File: src/vgd_pkg.sv
// Voxel grid downsample package: defaults, register width, and the
// command/status structs between controller and datapath. No dependencies.
`default_nettype none
package vgd_pkg;

  localparam int MAX_VOXELS_DEF = 64;
  localparam int MAX_POINTS_DEF = 65536;
  localparam int COORD_BITS_DEF = 24;

  localparam int          VS_W     = 23;
  localparam logic [22:0] VS_RESET = 23'd160;

  typedef struct packed {
    logic       load;      // take the input transaction
    logic       div_start;
    logic       div_cent;  // divide sums by count, else point by voxel size
    logic [1:0] div_axis;
    logic       scan_clr;
    logic       rd_idx;
    logic       rd_best;
    logic       idx_inc;
    logic       upd;
    logic       ins;
    logic       drop;
    logic       emit_init;
    logic       sel_step;
    logic       out_load;
    logic       clear;
  } cmd_t;

  typedef struct packed {
    logic pts_full;
    logic idx_end;
    logic table_full;
    logic table_empty;
    logic key_hit;
    logic div_done;
    logic cloud_end;
    logic last_one;
    logic out_free;
  } stat_t;

endpackage
`default_nettype wire

File: src/vgd_ctrl.sv
// Voxel grid downsample controller: sequences divide, table search,
// insert and sorted emit. Depends on vgd_pkg.
`default_nettype none
module vgd_ctrl (
  input  wire logic           clk,
  input  wire logic           rst,
  input  wire logic           in_valid,
  output logic                in_stall,
  input  wire vgd_pkg::stat_t st,
  output vgd_pkg::cmd_t       cmd
);
  import vgd_pkg::*;

  typedef enum logic [3:0] {
    S_IDLE, S_PDIV_GO, S_PDIV_WAIT, S_SRCH_RD, S_SRCH_CMP, S_INSERT,
    S_END_CHK, S_SEL_RD, S_SEL_CMP, S_FETCH, S_CDIV_GO, S_CDIV_WAIT, S_OUT
  } state_t;

  state_t     state;
  logic [1:0] axis;

  assign in_stall = state != S_IDLE;

  always_comb begin
    cmd          = '0;
    cmd.div_axis = axis;
    unique case (state)
      S_IDLE:      cmd.load = in_valid;
      S_PDIV_GO:   cmd.div_start = 1'b1;
      S_PDIV_WAIT: cmd.scan_clr = st.div_done && (axis == 2'd2);
      S_SRCH_RD:   cmd.rd_idx = !st.idx_end;
      S_SRCH_CMP: begin
        cmd.upd     = st.key_hit;
        cmd.idx_inc = !st.key_hit;
      end
      S_INSERT: begin
        cmd.drop = st.table_full;
        cmd.ins  = !st.table_full;
      end
      S_END_CHK: begin
        cmd.clear     = st.cloud_end && st.table_empty;
        cmd.emit_init = st.cloud_end && !st.table_empty;
        cmd.scan_clr  = st.cloud_end && !st.table_empty;
      end
      S_SEL_RD:    cmd.rd_idx = !st.idx_end;
      S_SEL_CMP: begin
        cmd.sel_step = 1'b1;
        cmd.idx_inc  = 1'b1;
      end
      S_FETCH:     cmd.rd_best = 1'b1;
      S_CDIV_GO: begin
        cmd.div_start = 1'b1;
        cmd.div_cent  = 1'b1;
      end
      S_CDIV_WAIT: cmd.div_cent = 1'b1;
      S_OUT: begin
        cmd.out_load = st.out_free;
        cmd.clear    = st.out_free && st.last_one;
        cmd.scan_clr = st.out_free && !st.last_one;
      end
      default: cmd = '0;
    endcase
  end

  always_ff @(posedge clk) begin
    if (rst) begin
      state <= S_IDLE;
      axis  <= 2'd0;
    end else begin
      unique case (state)
        S_IDLE: if (in_valid) begin
          axis  <= 2'd0;
          state <= st.pts_full ? S_END_CHK : S_PDIV_GO;
        end
        S_PDIV_GO: state <= S_PDIV_WAIT;
        S_PDIV_WAIT: if (st.div_done) begin
          axis  <= axis + 2'd1;
          state <= (axis == 2'd2) ? S_SRCH_RD : S_PDIV_GO;
        end
        S_SRCH_RD: state <= st.idx_end ? S_INSERT : S_SRCH_CMP;
        S_SRCH_CMP: state <= st.key_hit ? S_END_CHK : S_SRCH_RD;
        S_INSERT: state <= S_END_CHK;
        S_END_CHK: begin
          if (!st.cloud_end || st.table_empty) state <= S_IDLE;
          else                                 state <= S_SEL_RD;
        end
        S_SEL_RD: state <= st.idx_end ? S_FETCH : S_SEL_CMP;
        S_SEL_CMP: state <= S_SEL_RD;
        S_FETCH: begin
          axis  <= 2'd0;
          state <= S_CDIV_GO;
        end
        S_CDIV_GO: state <= S_CDIV_WAIT;
        S_CDIV_WAIT: if (st.div_done) begin
          axis  <= axis + 2'd1;
          state <= (axis == 2'd2) ? S_OUT : S_CDIV_GO;
        end
        S_OUT: if (st.out_free) begin
          state <= st.last_one ? S_IDLE : S_SEL_RD;
        end
        default: state <= S_IDLE;
      endcase
    end
  end

endmodule
`default_nettype wire

File: config.mk
export PLATFORM = sky130hd
export DESIGN_NAME = vgd_ctrl
export DESIGN_NICKNAME = d
export VERILOG_FILES = /design/src/vgd_pkg.sv /design/src/vgd_ctrl.sv
export SDC_FILE = /design/constraint.sdc
export NUM_CORES = 1
export LEC_CHECK = 0
export BUFFER_PORTS_ARGS = -buffer_cell sky130_fd_sc_hd__buf_2
export CORE_AREA = 2 2 47 60
export CTS_CLUSTER_SIZE = 16
export DETAILED_ROUTE_END_ITERATION = 7
export DIE_AREA = 0 0 49 62
export GPL_TIMING_DRIVEN = 0
export PLACE_DENSITY = 0.52
export SYNTH_ARGS = -nofsm -noshare
export SYNTH_HDL_FRONTEND = slang
export SYNTH_SLANG_ARGS = --single-unit
File: constraint.sdc
create_clock -name clk -period 2 [get_ports clk]
set_input_delay 0.3 -clock clk [delete_from_list [all_inputs] [get_ports clk]]
set_output_delay 0.3 -clock clk [all_outputs]
set_load 0.02 [all_outputs]
# Word level (Yosys, flattened, before mapping)
# Index checks and enable logic that the tools add are counted.
# W data, S select, Z words.
[totals]
reg_bits = 6
latch_bits = 0
ramBits = 0
romBits = 0
in_bits = 12
out_inout_bits = 17
wordCells = 73
n_memories = 0
[op_classes]
add_sub_neg = 1
n_mul = 0
div_mod_pow = 0
magnitude_cmp = 0
n_eq_ne = 18
shifts = 0
mux = 30
bitwise = 0
reduce_logical = 22
[op_table]
columns = ["cell", "n"]
rows = [
  ["$pmux W4 S13", 1],
  ["$eq A4 B4 Y1 const B", 5],
  ["$eq A4 B3 Y1 const B", 4],
  ["$mux W4", 4],
  ["$mux W3", 5],
  ["$reduce_or A13 Y1", 1],
  ["$mux W1", 11],
  ["$mux W2", 5],
  ["$eq A4 B2 Y1 const B", 2],
  ["$ne A2 B2 Y1 const B", 4],
  ["$reduce_or A2 Y1", 4],
  ["$logic_not A1 Y1", 6],
  ["$pmux W2 S3", 1],
  ["$logic_and A1 B1 Y1", 5],
  ["$eq A4 B1 Y1 const B", 1],
  ["$logic_not A4 Y1", 1],
  ["$pmux W1 S2", 2],
  ["$reduce_and A4 Y1", 1],
  ["$reduce_bool A4 Y1", 1],
  ["$pmux W1 S3", 1],
  ["$reduce_and A3 Y1", 1],
  ["$reduce_bool A3 Y1", 1],
  ["$add A2 B1 Y2 const B", 1],
  ["$eq A2 B2 Y1 const B", 1],
  ["other kinds (2)", 2],
]

# Depth between registers and ports, before layout
[depth]
ltp_word = 4
mapped_depth = 7
depth_no_buf = 7

# Least setup slack after synthesis
# No wires, ideal clock.
[synth_path]
kind = "register -> output"
from = "reg state[2]"
to = "out cmd[10] (netlist name)"
arrival_ns = 1.318
required_time_ns = 1.700
slack_ns = 0.382
path_stages_with_launch = 7
path_buffers = 1
cell_sequence = "dfxtp_1 > buf_6 > nor2b_1 > nand3_1 > nor2_1 > a41oi_1 > nand2_1"
[synth_rtl]
columns = ["element", "line_no", "source"]
rows = [
  ["start, declared", "vgd_ctrl.sv:19", "state_t state;"],
  ["start signal, assigned", "vgd_ctrl.sv:73", "state <= st.pts_full ? S_END_CHK : S_PDIV_GO;"],
  ["start signal, assigned", "vgd_ctrl.sv:78", "state <= (axis == 2'd2) ? S_SRCH_RD : S_PDIV_GO;"],
  ["start signal, assigned", "vgd_ctrl.sv:80", "S_SRCH_RD: state <= st.idx_end ? S_INSERT : S_SRCH_CMP;"],
  ["end, declared", "vgd_ctrl.sv:10", "output vgd_pkg::cmd_t cmd"],
]

==> results.toml <==
[run_status]
outcome = "completed"

[worst_setup_path]
cp_slowest_cell = "nor2_1"
path_buf_inv = 2
cp_max_fo = 10
worst-endpoint-arrival_ns = 1.53
required_ns = 1.70
start_kind = "register"
critPathKind = "reg -> out"
cp_slowest_stage_delay_ns = 0.36
cp_top_family = "simple AND/OR/NAND/NOR gates"
path_cells = "buf_2 -> nor2_1 -> and3_1 -> buf_2"
crit_path_end_kind = "output port"
path_common_cell = "buf_2"

[power_and_ir_drop]
leakage_nw = 0.444
irDropWorstVdd_mv = 0.324
power_density_mw_per_mm2 = 799

[timing]
clock_skew_ns = 0.00163
fmax_mhz = 546
rsz0062_at_grt = "no"
relSlewSlack_pct = 70.9
holdWs_ns = 0.316
hold_viol = 0
maxSlewViolCount = 0
fin_ws_ns = 0.168
final.min_clock_period_ns = 1.83
fin_crit_sh_pct = 91.6
worst_slew_pin_slew_ns = 0.435
setup_tns_ns = 0
setup_viol = 0

[clock_tree]
cts_tree = "done"
clkTransAtPathRegs_ns = 0.04
clk_latency_ns = 0.24
clockBufferDepth = 2
cts_root_buffer = "clkbuf_4"
ctsHoldBuffers = 0
numClockSinks = 6
cts_made_buffers = 3
postCtsSetupBuffers = 0
htree_levels = 1

[die]
initial_core_util_pct = 27.8
die_w_um = 49
num_rows = 21
ios = 29
fp.dieH_um = 62
dieArea_mm2 = 0.00304
coreArea_mm2 = 0.00255

[finish]
final_layout_size_suffix_gt1_share_pct = 36.4
final_cell_mix = "29 x buf_2, 11 x nor2_1, 11 x nand2_1"
syn_to_final_growth_pct = 29.3
n_antenna_cell = 0
final_common_cell = "buf_2"
stdcell_count = 166
final_nets = 147

[placement]
place_hpwl_um = 1740
io_buffers = 28
dp_worst_setup_slack_ns = 0.290
place.gp.congestion = 0.822
dpl.cell_count = 163

[yosys]
ys_async_sr_fraction_pct = 0
ys_types = 41
yosysSeqAreaShare_pct = 16.9
yosysWarnings = 0
synth-edff-count = 0
synth_ff_type = "dfxtp_1"
yosys_register_bits = 6
syn_inst = 101
synth_area_leaders = "dfxtp_1 17%, nand2_1 5.8%, nor2_1 5.8%"
syn_nets = 114
syn_area_um2 = 709
synth_largest_area_cell = "dfxtp_1"
netlist.area_leader.share_pct = 16.9
syn_area_per_cell_um2 = 7.02

[detailed_routing]
drc = 0
vias = 845
drt_wl_total_um = 2150
drt_first_pass_iters = 4
first_iter_violations = 24
vias_per_cell = 5.09
ant_nets = 0
wl_per_cell_um = 13.0

[grt]
grt_pass1_wl_um = 3540
grt_start_max_net_pins = 11
grt_use_total_pct = 15.1
grt_pass1_vias = 808
overflow = 0
antenna_found_initial = 0

[run]
drv_cap = 0

[worst_hold_path]
min_path_type = "in -> reg"
==> cells in the mapped netlist (all sizes together) (2+ instances only) <==
| cell type | count |
|---|---|
| nand2 | 11 |
| nand3 | 5 |
| or3 | 3 |
| o21a | 2 |
| a31oi | 2 |
| a21o | 2 |
| nor2 | 12 |
| inv | 5 |
| nor3 | 5 |
| or2 | 2 |
| a21oi | 9 |
| buf | 4 |
| nand2b | 4 |
| and3 | 3 |
| o21ai | 3 |
| nor2b | 2 |
| dfxtp | 6 |
| clkbuf | 2 |
| o32a | 2 |
==> metrics by stage <==
step / total power [mW] / instance area, um2 / utilization, %
after floorplan: 0.505 / 709 / -
after global placement: 0.624 / 892 / 35.0
after detailed placement: 0.624 / 892 / 35.0
after CTS: 0.740 / 915 / 35.9
after global routing: 0.802 / 917 / 36.0
final: 0.733 / 917 / 36.0
==> flip-flops by register name, summed over array words and instances, names as in the netlist <==
name and count:
axis 2, state 4
==> final timing paths <==
kind,start,end,slack (ns),cells after the start
setup reg to reg,axis[0],state[1],0.32,7
setup / recovery,state[1],cmd[15],0.17,4
hold / removal,rst,state[0],0.32,2
hold reg to reg,axis[0],axis[0],0.47,2
==> report_power, final <==
group	internal (mW)	total, mW	switching, mW	leakage (nW)
Clock	0.0675	0.106	0.0388	0.0138
Sequential	0.138	0.156	0.0179	0.0489
Combinational	0.192	0.470	0.278	0.381
Total	0.398	0.733	0.334	0.444
==> layout make-up <==
cell class                      count  area (um2)
Tap cell                           34        42.5
Inverter                            5        18.8
Buffer                              6        48.8
Fill cell                         300        1630
Clock buffer                        3        22.5
Timing Repair Buffer               28         140
Multi-Input combinational cell     84         524
Sequential cell                     6         120
==> per-layer routing <==
layer | track usage, % | vias up | part of all wire [%]
met5 | 0 | - | 0
met4 | 4.90 | 0 | 0.33
met1 | 16.3 | 391 | 40
li1 | - | 426 | -
met2 | 29.7 | 26 | 53
met3 | 3.35 | 2 | 6.3
==> kinds of logic after synthesis <==
kind of cell / after synthesis / share of synthesized area, %
buffers and inverters: 11 / 9.17
adders and majority gates: 1 / 1.76
muxes: 2 / 3.00
xor gates and xnor gates: 1 / 1.23
DFF: 6 / 16.9
and+or+nand+nor: 52 / 39.7
AOI/OAI and AO/OA: 28 / 28.2
==> what timing repair did <==
action,4_1_cts,5_1_grt
hold endpoints to repair,0,0
resized for setup,0,4
endpoints found under the setup margin,0,1
Note: power is estimated with default switching activity, not from simulation.
